--- config.mk ---
export PLATFORM = sky130hd
export DESIGN_NAME = rv32i_integer_unit_with_result_slot
export DESIGN_NICKNAME = d
export VERILOG_FILES = /design/src/hdl/rviu_pkg.sv /design/src/hdl/rviu_alu.sv /design/src/hdl/rviu_slot.sv /design/src/hdl/rv32i_integer_unit_with_result_slot.sv
export SDC_FILE = /design/constraint.sdc
export NUM_CORES = 1
export LEC_CHECK = 0
export ABC_AREA = 0
export BUFFER_PORTS_ARGS = -buffer_cell sky130_fd_sc_hd__buf_4
export CORE_MARGIN = 2
export CORE_UTILIZATION = 40
export CTS_CLUSTER_DIAMETER = 100
export DETAILED_ROUTE_END_ITERATION = 10
export PLACE_DENSITY_LB_ADDON = 0.15
export SLEW_MARGIN = 20
export SYNTH_ARGS = -nofsm -noshare
export SYNTH_HDL_FRONTEND = slang
export SYNTH_HIERARCHICAL = 1
export SYNTH_SLANG_ARGS = --single-unit
--- constraint.sdc ---
create_clock -name clk_i -period 5.6 [get_ports clk_i]
set_input_delay 0.56 -clock clk_i [delete_from_list [all_inputs] [get_ports clk_i]]
set_output_delay 0.56 -clock clk_i [all_outputs]
set_load 0.02 [all_outputs]
--- src/hdl/rviu_pkg.sv ---
// ----------------------------------------------------------------------------
// RV32I integer unit package
// Operation codes, transaction types and the held result slot type shared
// by the integer unit modules.
// ----------------------------------------------------------------------------
`default_nettype none

package rviu_pkg;

  localparam int unsigned TagBits  = 4;
  localparam int unsigned XLen     = 32;
  localparam int unsigned KindBits = 5;
  localparam int unsigned ShBits   = 5;

  localparam logic [XLen-1:0] LinkStep = XLen'(4);

  typedef enum logic [KindBits-1:0] {
    KIND_ADD   = 5'd0,
    KIND_AND   = 5'd1,
    KIND_AUIPC = 5'd2,
    KIND_BEQ   = 5'd3,
    KIND_BGE   = 5'd4,
    KIND_BGEU  = 5'd5,
    KIND_BLT   = 5'd6,
    KIND_BLTU  = 5'd7,
    KIND_BNE   = 5'd8,
    KIND_JAL   = 5'd9,
    KIND_JALR  = 5'd10,
    KIND_OR    = 5'd11,
    KIND_SLL   = 5'd12,
    KIND_SLTU  = 5'd13,
    KIND_SLT   = 5'd14,
    KIND_SRA   = 5'd15,
    KIND_SRL   = 5'd16,
    KIND_SUB   = 5'd17,
    KIND_XOR   = 5'd18,
    KIND_OTHER = 5'd19
  } kind_e;

  typedef struct packed {
    logic                flush;
    logic                bus_accept;
    logic                issue_valid;
    logic [KindBits-1:0] kind;
    logic [XLen-1:0]     first_operand;
    logic [XLen-1:0]     second_operand;
    logic [XLen-1:0]     offset;
    logic [XLen-1:0]     instr_pc;
    logic [TagBits-1:0]  issue_tag;
  } in_item_t;

  typedef struct packed {
    logic               issue_taken;
    logic               slot_valid;
    logic [TagBits-1:0] slot_tag;
    logic [XLen-1:0]    slot_value;
    logic [XLen-1:0]    slot_next_pc;
    logic               slot_taken;
    logic               slot_control;
  } out_item_t;

  // Contents of the one-entry result slot.
  typedef struct packed {
    logic               valid;
    logic [TagBits-1:0] tag;
    logic [XLen-1:0]    value;
    logic [XLen-1:0]    next_pc;
    logic               taken;
    logic               control;
  } slot_t;

  // Outcome of one operation from the execution logic.
  typedef struct packed {
    logic            ok;
    logic [XLen-1:0] value;
    logic [XLen-1:0] next_pc;
    logic            taken;
    logic            control;
  } alu_res_t;

endpackage

`default_nettype wire

--- src/hdl/rviu_alu.sv ---
// ----------------------------------------------------------------------------
// RV32I integer execution logic
// Computes the value, next pc and control flags of one integer, branch or
// jump operation; flags kinds that the unit does not execute.
// ----------------------------------------------------------------------------
`default_nettype none

module rviu_alu
  import rviu_pkg::*;
(
  input  logic [KindBits-1:0] kind_i,
  input  logic [XLen-1:0]     a_i,
  input  logic [XLen-1:0]     b_i,
  input  logic [XLen-1:0]     offset_i,
  input  logic [XLen-1:0]     pc_i,
  output alu_res_t            res_o
);

  logic [XLen-1:0]   seq_pc;
  logic [XLen-1:0]   target_pc;
  logic [XLen-1:0]   jalr_sum;
  logic [ShBits-1:0] sh;
  logic              lt_s;
  logic              lt_u;
  logic              is_branch;
  logic              cond;

  assign seq_pc    = pc_i + LinkStep;
  assign target_pc = pc_i + offset_i;
  assign jalr_sum  = a_i + offset_i;
  assign sh        = b_i[ShBits-1:0];
  assign lt_s      = $signed(a_i) < $signed(b_i);
  assign lt_u      = a_i < b_i;

  always_comb begin
    res_o     = '0;
    res_o.ok  = 1'b1;
    res_o.next_pc = seq_pc;
    is_branch = 1'b0;
    cond      = 1'b0;
    case (kind_e'(kind_i))
      KIND_ADD:   res_o.value = a_i + b_i;
      KIND_AND:   res_o.value = a_i & b_i;
      KIND_AUIPC: res_o.value = a_i + b_i;
      KIND_BEQ: begin
        is_branch = 1'b1;
        cond      = a_i == b_i;
      end
      KIND_BGE: begin
        is_branch = 1'b1;
        cond      = !lt_s;
      end
      KIND_BGEU: begin
        is_branch = 1'b1;
        cond      = !lt_u;
      end
      KIND_BLT: begin
        is_branch = 1'b1;
        cond      = lt_s;
      end
      KIND_BLTU: begin
        is_branch = 1'b1;
        cond      = lt_u;
      end
      KIND_BNE: begin
        is_branch = 1'b1;
        cond      = a_i != b_i;
      end
      KIND_JAL: begin
        res_o.value   = seq_pc;
        res_o.next_pc = target_pc;
        res_o.taken   = 1'b1;
        res_o.control = 1'b1;
      end
      KIND_JALR: begin
        res_o.value   = seq_pc;
        res_o.next_pc = {jalr_sum[XLen-1:1], 1'b0};
        res_o.taken   = 1'b1;
        res_o.control = 1'b1;
      end
      KIND_OR:   res_o.value = a_i | b_i;
      KIND_SLL:  res_o.value = a_i << sh;
      KIND_SLTU: res_o.value = {{(XLen-1){1'b0}}, lt_u};
      KIND_SLT:  res_o.value = {{(XLen-1){1'b0}}, lt_s};
      KIND_SRA:  res_o.value = XLen'($signed(a_i) >>> sh);
      KIND_SRL:  res_o.value = a_i >> sh;
      KIND_SUB:  res_o.value = a_i - b_i;
      KIND_XOR:  res_o.value = a_i ^ b_i;
      default:   res_o.ok = 1'b0;
    endcase
    // Branches hold a zero value and resolve to the target or the fall-through.
    if (is_branch) begin
      res_o.control = 1'b1;
      res_o.taken   = cond;
      res_o.next_pc = cond ? target_pc : seq_pc;
    end
  end

endmodule

`default_nettype wire

--- src/hdl/rviu_slot.sv ---
// ----------------------------------------------------------------------------
// RV32I integer unit result slot
// Holds the one pending result, decides whether an offered operation is
// taken and updates the slot once per processed transaction.
// ----------------------------------------------------------------------------
`default_nettype none

module rviu_slot
  import rviu_pkg::*;
(
  input  logic      clk_i,
  input  logic      rst_ni,
  input  logic      step_i,
  input  in_item_t  item_i,
  output out_item_t res_o
);

  slot_t    slot_q;
  slot_t    slot_d;
  slot_t    new_slot;
  alu_res_t alu_res;
  logic     take;

  rviu_alu u_alu (
    .kind_i   (item_i.kind),
    .a_i      (item_i.first_operand),
    .b_i      (item_i.second_operand),
    .offset_i (item_i.offset),
    .pc_i     (item_i.instr_pc),
    .res_o    (alu_res)
  );

  // An issue goes in when the slot is empty or drained by the bus this time.
  assign take = !item_i.flush && item_i.issue_valid && alu_res.ok &&
                (!slot_q.valid || item_i.bus_accept);

  always_comb begin
    new_slot.valid   = 1'b1;
    new_slot.tag     = item_i.issue_tag;
    new_slot.value   = alu_res.value;
    new_slot.next_pc = alu_res.next_pc;
    new_slot.taken   = alu_res.taken;
    new_slot.control = alu_res.control;
  end

  always_comb begin
    slot_d = slot_q;
    if (item_i.flush) begin
      slot_d = '0;
    end else if (take) begin
      slot_d = new_slot;
    end else if (item_i.bus_accept && slot_q.valid) begin
      slot_d = '0;
    end
  end

  always_ff @(posedge clk_i or negedge rst_ni) begin
    if (!rst_ni) begin
      slot_q <= '0;
    end else if (step_i) begin
      slot_q <= slot_d;
    end
  end

  always_comb begin
    res_o.issue_taken  = take;
    res_o.slot_valid   = slot_q.valid;
    res_o.slot_tag     = slot_q.tag;
    res_o.slot_value   = slot_q.value;
    res_o.slot_next_pc = slot_q.next_pc;
    res_o.slot_taken   = slot_q.taken;
    res_o.slot_control = slot_q.control;
  end

endmodule

`default_nettype wire

--- src/hdl/rv32i_integer_unit_with_result_slot.sv ---
// ----------------------------------------------------------------------------
// RV32I integer unit with result slot
// Each input transaction carries one snapshot of the unit's control and issue
// signals (flush, bus accept, an offered operation). The unit answers each
// one with exactly one output transaction: whether the operation was taken
// and the result slot as it stood before that transaction was applied.
// Both channels use valid/ready. An accepted input is registered, then
// processed through the execution logic and the slot update into the
// output register, from which it is offered to the receiver. One
// transaction per cycle is sustained while the receiver does not stall;
// the limit is the single slot update per cycle. When the receiver stalls,
// the output register holds and the input register keeps one transaction,
// after which input ready drops; the slot only changes when a transaction
// moves into the output register.
// Reset clears the slot to all zero and empties both registers.
// ----------------------------------------------------------------------------
`default_nettype none

module rv32i_integer_unit_with_result_slot
  import rviu_pkg::*;
(
  input  logic      clk_i,
  input  logic      rst_ni,
  input  logic      in_valid_i,
  output logic      in_ready_o,
  input  in_item_t  in_item_i,
  output logic      out_valid_o,
  input  logic      out_ready_i,
  output out_item_t out_item_o
);

  in_item_t  in_q;
  logic      in_valid_q;
  out_item_t out_q;
  logic      out_valid_q;
  out_item_t res;
  logic      out_free;
  logic      step;

  assign out_free   = !out_valid_q || out_ready_i;
  assign step       = in_valid_q && out_free;
  assign in_ready_o = !in_valid_q || step;

  rviu_slot u_slot (
    .clk_i  (clk_i),
    .rst_ni (rst_ni),
    .step_i (step),
    .item_i (in_q),
    .res_o  (res)
  );

  always_ff @(posedge clk_i or negedge rst_ni) begin
    if (!rst_ni) begin
      in_valid_q <= 1'b0;
    end else if (in_ready_o) begin
      in_valid_q <= in_valid_i;
    end
  end

  always_ff @(posedge clk_i) begin
    if (in_ready_o && in_valid_i) begin
      in_q <= in_item_i;
    end
  end

  always_ff @(posedge clk_i or negedge rst_ni) begin
    if (!rst_ni) begin
      out_valid_q <= 1'b0;
    end else if (out_free) begin
      out_valid_q <= step;
    end
  end

  always_ff @(posedge clk_i) begin
    if (step) begin
      out_q <= res;
    end
  end

  assign out_valid_o = out_valid_q;
  assign out_item_o  = out_q;

  // A flushed transaction never takes its issue and leaves the slot empty.
  a_flush_clears : assert property (@(posedge clk_i) disable iff (!rst_ni)
    step && in_q.flush |=> !res.slot_valid)
    else $error("slot not empty after flush");

  a_taken_fills : assert property (@(posedge clk_i) disable iff (!rst_ni)
    step && res.issue_taken |=> res.slot_valid)
    else $error("taken issue did not fill the slot");

  a_taken_legal : assert property (@(posedge clk_i) disable iff (!rst_ni)
    in_valid_q && res.issue_taken |-> !in_q.flush && in_q.issue_valid)
    else $error("issue taken without offer or under flush");

  a_stall_blocks : assert property (@(posedge clk_i) disable iff (!rst_ni)
    in_valid_q && out_valid_q && !out_ready_i |-> !in_ready_o && !step)
    else $error("input advanced into a stalled output");

endmodule

`default_nettype wire
==> results of run 1 <==
stage by stage:
stage	cell area [sq um]	setup slack [ns]	hold WS [ns]	util, %	std cells
detailed placement	24500	1.05	0.434	45.2	3135
finish	25700	0.752	0.173	47.5	3200
global route	25700	0.681	0.153	47.5	3200
floorplan	22000	0.970	0.264	-	2279
global placement	24500	1.04	0.433	45.2	3135
CTS	25700	1.04	0.153	47.5	3200
report_power, final:
group | total (uW) | internal [uW] | switching [uW]
sequential | 2620 | 2490 | 136
combinational | 1990 | 762 | 1230
clock | 2380 | 1460 | 922
metal layers:
metal | track usage, % | wire [um]
met3 | 4.46 | 6420
met1 | 41.1 | 37000
met2 | 47.0 | 38800
met5 | 0 | 0
met4 | 13.1 | 3950
Yosys cell counts (all sizes together) (18+ instances only):
master,n
a211oi,25
a21o,48
a21oi,188
a221oi,28
a22o,71
a22oi,25
buf,53
clkbuf,72
dfrtp,73
edfxtp,212
ha,162
inv,111
mux2i,40
mux4,43
nand2,151
nand2b,22
nand3,50
nand4,24
nor2,239
nor3,42
o211ai,18
o21ai,135
o21bai,27
o221ai,36
o22ai,38
xnor2,47
xor2,42
state kept, by name, summed over array words and instances (netlist names):
signal,cells
in_q,140
in_valid_q,1
u_slot/res_o,71
out_item_o,72
out_valid_o,1
worst min-delay path by stage:
stage	start	to	slack, ns	depth (start not counted)
2_1_floorplan	rst_ni	in_valid_q	0.26	0
3_3_place_gp	u_slot/res_o[67]	out_item_o[67]	0.43	0
3_5_place_dp	u_slot/res_o[65]	out_item_o[65]	0.43	0
4_1_cts	in_item_i[49]	in_q[49]	0.15	1
5_1_grt	in_item_i[86]	in_q[86]	0.15	1
6_report	in_item_i[86]	in_q[86]	0.17	1
cells in the final DEF (no fill, tap or decap), types with 24 or more instances in the layout:
cell,n
buf_4,284
nor2_1,235
edfxtp_1,212
a21oi_1,187
ha_1,162
nand2_1,150
o21ai_0,133
inv_1,110
dfrtp_1,73
a22o_2,63
nand3_1,49
xnor2_1,47
a21o_1,46
mux4_2,43
xor2_1,42
nor3_1,41
mux2i_1,39
o22ai_1,38
clkbuf_16,37
a221oi_1,27
o221ai_1,27
o21bai_1,26
a22oi_1,25
a211oi_1,25
nand4_1,24
logic make-up (layout without fill, tap and decap cells):
| family | Yosys count | after routing | share of synthesized area, % |
|---|---|---|---|
| and+or+nand+nor | 635 | 635 | 13.6 |
| buffers and inverters | 239 | 464 | 4.62 |
| adders and majority gates | 166 | 166 | 9.58 |
| xor gates and xnor gates | 89 | 89 | 3.54 |
| DFF | 285 | 285 | 37.2 |
| AOI/OAI and AO/OA | 771 | 771 | 24.6 |
| muxes | 94 | 94 | 6.84 |
layout make-up:
type | instances | area, sq um | area share, %
clock buffers | 44 | 962 | 3.74
clock inverters | 20 | 241 | 0.940
inverters | 114 | 428 | 1.67
multi-input cells | 1755 | 12800 | 50.0
flip-flops and latches | 285 | 8190 | 31.9
well taps | 696 | 871 | 3.39
repair buffers | 286 | 2160 | 8.41
==> Flow_metrics.wiki, run 1 <==
{| class="wikitable"
! Metric !! Value
|-
| Slowest cell on crit path || o31ai_1
|-
| Antenna diode instance count || 0
|-
| Kind of cell adding the most delay to the critical path || compound AO/OA/AOI/OAI gates
|-
| Maximum clock insertion buffer count || 3
|-
| End of the worst register-to-register path || u_slot/res_o[59]
|-
| Netlist Area Pre-Place || around 0.022 sq mm
|-
| Setup slack of the most critical reg-to-reg path || ~0.75 ns
|-
| Via count normalized by instance count || 6.27
|-
| Number of buffer and inverter instances along the worst setup path || 1
|-
| Clock Root Buffer || clkbuf_16
|-
| Total Neg Setup Slack || 0 ns
|-
| Effective utilization at floorplan || 40.6%
|-
| Data required, critical path || roughly 6 ns
|-
| Global route total overflow || 0
|-
| Maximum number of pins on one net before global-route repair || 83
|-
| Vertical die dimension || around 240 um
|-
| Fill cell instance count of the final layout || slightly above 5000
|-
| Post-Syn Instances || ~2300
|-
| Number of remaining DRC errors || 1
|-
| Number of antenna violations at the first check in global routing || 1
|-
| Rows || between 80 and 90
|-
| Yosys warnings || 6
|-
| Flops & latches, synth || 285
|-
| Routed length per instance || 26.9 um
|-
| Die ar. || ~0.057 sq mm
|-
| Min Clock Period, post-route || a little under 5 ns
|-
| Mean instance size in the synthesized netlist || a little under 10 sq um
|-
| Post-synthesis async set-or-reset flop share || ~26%
|-
| Setup Buffers After CTS || 0
|-
| Max FO, Critical Path || 13
|-
| Most Frequent Cell on Critical Path || a2111oi_0
|-
| Main area contributors after synthesis || edfxtp_1, ha_1, dfrtp_1
|-
| Iteration count of the initial detailed-routing pass || 9
|-
| Chain of cells forming the critical path || inv_1 > ha_1 > a21oi_1 > nor2_1 > o31a_1 > o31ai_1 > a2111oi_0 > o211ai_1 > and2_1 > o21ai_0 > a2111oi_0 > a21o_1 > o41ai_1 > a22o_2
|-
| Clock-pin slew on the worst setup and hold paths || approximately 0.06 ns
|-
| Count of antenna-violating nets left after detailed routing || 0
|-
| Crit path launch type || register
|-
| Overall track demand over capacity in global routing || about 30%
|-
| Setup repair after global routing missed its margin || false
|-
| Clock tree sinks || 285
|-
| Type of the most critical hold path || primary input to register
|-
| Maximum operating frequency || 0.206 GHz
|-
| Area fraction of the dominant cell type after synthesis || between 20% and 30%
|-
| CP endpoint kind || register
|-
| Violations in the final reports || design-rule violations
|-
| Cell accounting for the most synthesized area || edfxtp_1
|-
| Total power || around 7000 uW
|-
| MaxCap Viol Count || 0
|-
| Leakage power of the design || between 0.01 and 0.015 uW
|-
| Syn nets || approximately 2600
|-
| Arrival @ worst endpoint || around 5.3 ns
|-
| Post-synthesis sequential area ratio || 37.2%
|-
| Unique masters post-synth || between 90 and 100
|-
| Clock insertion delay at the later pin of the skew report || 0.56 ns
|-
| Critical path type || register to register
|-
| Final critical-path share of the clock period || between 80 and 90%
|-
| TritonCTS Buffers || 36
|-
| Final #Nets || between 2000 and 3000
|-
| Wire length of the first global-routing pass || about 130000 um
|-
| Total number of vias || about 20000
|-
| Critical path startpoint || in_q[69]
|-
| Worst clock skew || ~0.025 ns
|-
| Final setup violation count || 0
|-
| Placed wire-length estimate after detailed placement || ~65000 um
|-
| CP endpoint || u_slot/res_o[59]
|-
| Vias in the first global route || just under 20000
|-
| Starting DRT DRC Count || 2509
|-
| Number of enable-type register cells in the synthesized netlist || between 200 and 250
|-
| Layout overhead on the synthesized area || 16.8%
|-
| Depth of the most critical reg-to-reg path || 14
|-
| Status || finished, violations left
|-
| Resized cells post-CTS || 0
|-
| R2r startpoint || in_q[69]
|-
| Fraction of layout instances using a drive strength above 1 || between 20% and 30%
|-
| Final WL || about 86000 um
|-
| Boundary Pins || roughly 220
|-
| Delay of the slowest cell on the worst path || just over 0.7 ns
|-
| GPL Wtd Cong || 0.949
|-
| Count of input and output buffers || 217
|-
| Floorplan core area || about 0.054 sq mm
|-
| Die Wd || ~240 um
|-
| Number of failing hold endpoints at the final stage || 0
|-
| VDD IR max || around 0.24 mV
|-
| Synth Flop Type || edfxtp_1
|-
| Hold-fix buffer count after cts || 1
|-
| Total count of max-transition violations in the final report || 0
|-
| CTS HTree Levels || 2
|-
| Stages on worst setup path || 14
|-
| Clock tree from TritonCTS || done
|-
| Total power per unit cell area || between 200 and 300 mW/mm^2
|-
| Worst Tran Pin Value || slightly below 1 ns
|-
| Remaining max-slew budget at the tightest pin || roughly a third
|}
No activity file was read; power rests on OpenSTA's default activity.
==> inputs of run 2 (changes only) <==
CORE_ASPECT_RATIO = 1.5   (was unset)
SLEW_MARGIN = unset   (was 20)
==> run 2 against run 1 <==
Effect of this change:
- the run now ends clean
- global-route usage up 0.40 points
- die area hardly changed
- non-clock buffer count up 1
- count of clock-buffer cells in the layout fell by 4
- flip-flop and latch count did not move
- sequential share of layout area is 0.26 points higher
- clock power down 15%
- fmax rose by 5.9%
- worst setup slack better by 0.27 ns
- cell area decreased by 0.81%
- critical path depth increased by 1
- critical endpoint unchanged
==> Flow_metrics.wiki, run 2 (synthesis gave the netlist of run 1 again) <==
{| class="wikitable"
! Metric !! Value
|-
| Maximum operating frequency || 0.219 GHz (was 0.206 GHz)
|-
| Number of antenna violations at the first check in global routing || 2 (was 1)
|-
| Count of input and output buffers || 217 (unchanged)
|-
| Fraction of layout instances using a drive strength above 1 || 20.3% (was 20.4%)
|-
| Overall track demand over capacity in global routing || 30.3% (was 29.9%)
|-
| MaxCap Viol Count || 0 (unchanged)
|-
| Status || completed (was finished, violations left)
|-
| Remaining max-slew budget at the tightest pin || 19.6% (was 34.9%)
|-
| Worst clock skew || 0.0206 ns (was 0.0253 ns)
|-
| Clock tree sinks || 285 (unchanged)
|-
| Arrival @ worst endpoint || 5.06 ns (was 5.27 ns)
|-
| CP endpoint kind || register (unchanged)
|-
| Clock Root Buffer || clkbuf_16 (unchanged)
|-
| Slowest cell on crit path || o31ai_1 (unchanged)
|-
| Floorplan core area || 0.0545 sq mm (was 0.0541 sq mm)
|-
| Critical path startpoint || in_q[68] (was in_q[69])
|-
| Resized cells post-CTS || 0 (unchanged)
|-
| Final critical-path share of the clock period || 81.7% (was 86.6%)
|-
| Final setup violation count || 0 (unchanged)
|-
| Leading cell type in the layout, fill and taps excluded || buf_4 (unchanged)
|-
| Wire length of the first global-routing pass || 130000 um (was 127000 um)
|-
| Flip-flop count of the largest register after layout || 140 (unchanged)
|-
| Total power per unit cell area || 261 mW/mm^2 (was 272 mW/mm^2)
|-
| Depth of the most critical reg-to-reg path || 15 (was 14)
|-
| End-of-flow core utilization || 46.8% (was 47.5%)
|-
| Clock-pin slew on the worst setup and hold paths || 0.08 ns (was 0.06 ns)
|-
| Most frequent cells in the layout || buf_4, nor2_1, edfxtp_1 (unchanged)
|-
| Max FO, Critical Path || 83 (was 13)
|-
| Setup Buffers After CTS || 0 (unchanged)
|-
| Worst-case setup margin in the final layout || 1.02 ns (was 0.752 ns)
|-
| R2r startpoint || in_q[68] (was in_q[69])
|-
| Total number of vias || 20000 (was 20100)
|-
| Starting DRT DRC Count || 2086 (was 2509)
|-
| Most Frequent Cell on Critical Path || a2111oi_0 (unchanged)
|-
| Placed wire-length estimate after detailed placement || 67300 um (was 65300 um)
|-
| Count of antenna-violating nets left after detailed routing || 0 (unchanged)
|-
| Setup slack of the most critical reg-to-reg path || 1.02 ns (was 0.75 ns)
|-
| Routed length per instance || 27.7 um (was 26.9 um)
|-
| Via count normalized by instance count || 6.28 (was 6.27)
|-
| CTS HTree Levels || 1 (was 2)
|-
| Fill cell instance count of the final layout || 5155 (was 5092)
|-
| Worst Tran Pin Value || 1.18 ns (was 0.974 ns)
|-
| GPL Wtd Cong || 0.972 (was 0.949)
|-
| Type of the most critical hold path || primary input to register (unchanged)
|-
| Number of failing hold endpoints at the final stage || 0 (unchanged)
|-
| Kind of cell adding the most delay to the critical path || compound AO/OA/AOI/OAI gates (unchanged)
|-
| Setup repair after global routing missed its margin || false (unchanged)
|-
| Number of buffer and inverter instances along the worst setup path || 2 (was 1)
|-
| Final #Nets || 2783 (was 2788)
|-
| VDD IR max || 0.266 mV (was 0.238 mV)
|-
| End of the worst register-to-register path || u_slot/res_o[59] (unchanged)
|-
| Total Neg Setup Slack || 0 ns (unchanged)
|-
| Leakage power of the design || 0.0106 uW (was 0.0107 uW)
|-
| TritonCTS Buffers || 30 (was 36)
|-
| Die ar. || 0.0569 sq mm (about the same)
|-
| Number of remaining DRC errors || 0 (was 1)
|-
| Rows || 105 (was 85)
|-
| Delay of the slowest cell on the worst path || 0.57 ns (was 0.72 ns)
|-
| Layout overhead on the synthesized area || 15.8% (was 16.8%)
|-
| Clock tree from TritonCTS || done (unchanged)
|-
| Iteration count of the initial detailed-routing pass || 6 (was 9)
|-
| Min Clock Period, post-route || 4.58 ns (was 4.85 ns)
|-
| Maximum number of pins on one net before global-route repair || 141 (was 83)
|-
| CP endpoint || u_slot/res_o[59] (unchanged)
|-
| Die Wd || 196 um (was 239 um)
|-
| Data required, critical path || 6.08 ns (was 6.02 ns)
|-
| Critical path type || register to register (unchanged)
|-
| Stages on worst setup path || 15 (was 14)
|-
| Total count of max-transition violations in the final report || 0 (unchanged)
|-
| Clock insertion delay at the later pin of the skew report || 0.61 ns (was 0.56 ns)
|-
| Crit path launch type || register (unchanged)
|-
| Boundary Pins || 218 (unchanged)
|-
| Maximum clock insertion buffer count || 3 (unchanged)
|-
| Chain of cells forming the critical path || buf_12 > ha_1 > a21oi_1 > nor2_1 > o31a_1 > o31ai_1 > a2111oi_0 > buf_4 > o211ai_1 > and2_1 > o21ai_0 > a2111oi_0 > a21o_1 > o41ai_1 > a22o_2 (was inv_1 > ha_1 > a21oi_1 > nor2_1 > o31a_1 > o31ai_1 > a2111oi_0 > o211ai_1 > and2_1 > o21ai_0 > a2111oi_0 > a21o_1 > o41ai_1 > a22o_2)
|-
| Effective utilization at floorplan || 40.4% (was 40.6%)
|-
| Global route total overflow || 0 (unchanged)
|-
| Pre-CTS WS || 1.19 ns (was 1.05 ns)
|-
| Final WL || 88300 um (was 86200 um)
|-
| Vias in the first global route || 20100 (was 19500)
|-
| Vertical die dimension || 291 um (was 239 um)
|-
| Most flops, register || in_q (unchanged)
|}
## run 2: cell count changes in the layout (fill, tap and decap cells not counted), moves of 2 or more
cell	change
clkbuf_16	-6
clkinv_1	-3
clkbuf_8	+2
bufinv_16	-3
inv_6	-2
clkinvlp_4	+5
## run 2: cell type report
type	instances	area, sq um	area share, %
multi-input combinational	1755	12800	50.4
sequential	285	8190	32.1
timing repair buffer	287	2180	8.56
tap	695	870	3.41
clock buffer	40	840	3.29
inverter	114	428	1.68
clock inverter	15	135	0.530
antenna	1	2.50	0.00982
## run 2: stage by stage
| stage | std cells | instance area (sq um) | hold slack, ns | power, uW |
|---|---|---|---|---|
| finish | 3192 | 25500 | 0.127 | 6650 |
| global route | 3191 | 25500 | 0.105 | 6940 |
| CTS | 3191 | 25500 | 0.0951 | 6690 |
| detailed placement | 3135 | 24500 | 0.436 | 4620 |
| global placement | 3135 | 24500 | 0.434 | 4610 |
| floorplan | 2279 | 22000 | 0.264 | 3890 |
## run 2: worst min-delay path by stage
stage                                 from             end  slack (ns)  depth (start not counted)
final                         in_item_i[4]         in_q[4]        0.13                          1
after global routing          in_item_i[4]         in_q[4]        0.10                          1
after CTS                    in_item_i[68]        in_q[68]         0.1                          1
after detailed placement  u_slot/res_o[51]  out_item_o[51]        0.44                          0
after global placement    u_slot/res_o[69]  out_item_o[69]        0.43                          0
after floorplan                     rst_ni      in_valid_q        0.26                          0
## run 2: per-layer routing
metal / vias to the layer above / global-route usage, % / part of all wire [%]
li1: 9054 / - / -
met1: 9882 / 36.5 / 39
met2: 918 / 53.8 / 50
met3: 183 / 3.73 / 6.1
met4: 0 / 14.0 / 4.9
met5: - / 0 / 0
## run 2: power breakdown
part	total [uW]	leakage, uW	internal (uW)	switching [uW]
Sequential	2630	0.00305	2490	142
Combinational	1990	0.00705	763	1230
Clock	2030	0.000466	1140	890
Total	6650	0.0106	4390	2260
## run 2: timing repair
item / 4_1_cts / 5_1_grt
endpoints found under the hold margin: 34 / 0
setup endpoints to repair: 0 / 0
hold buffers: 1 / 0
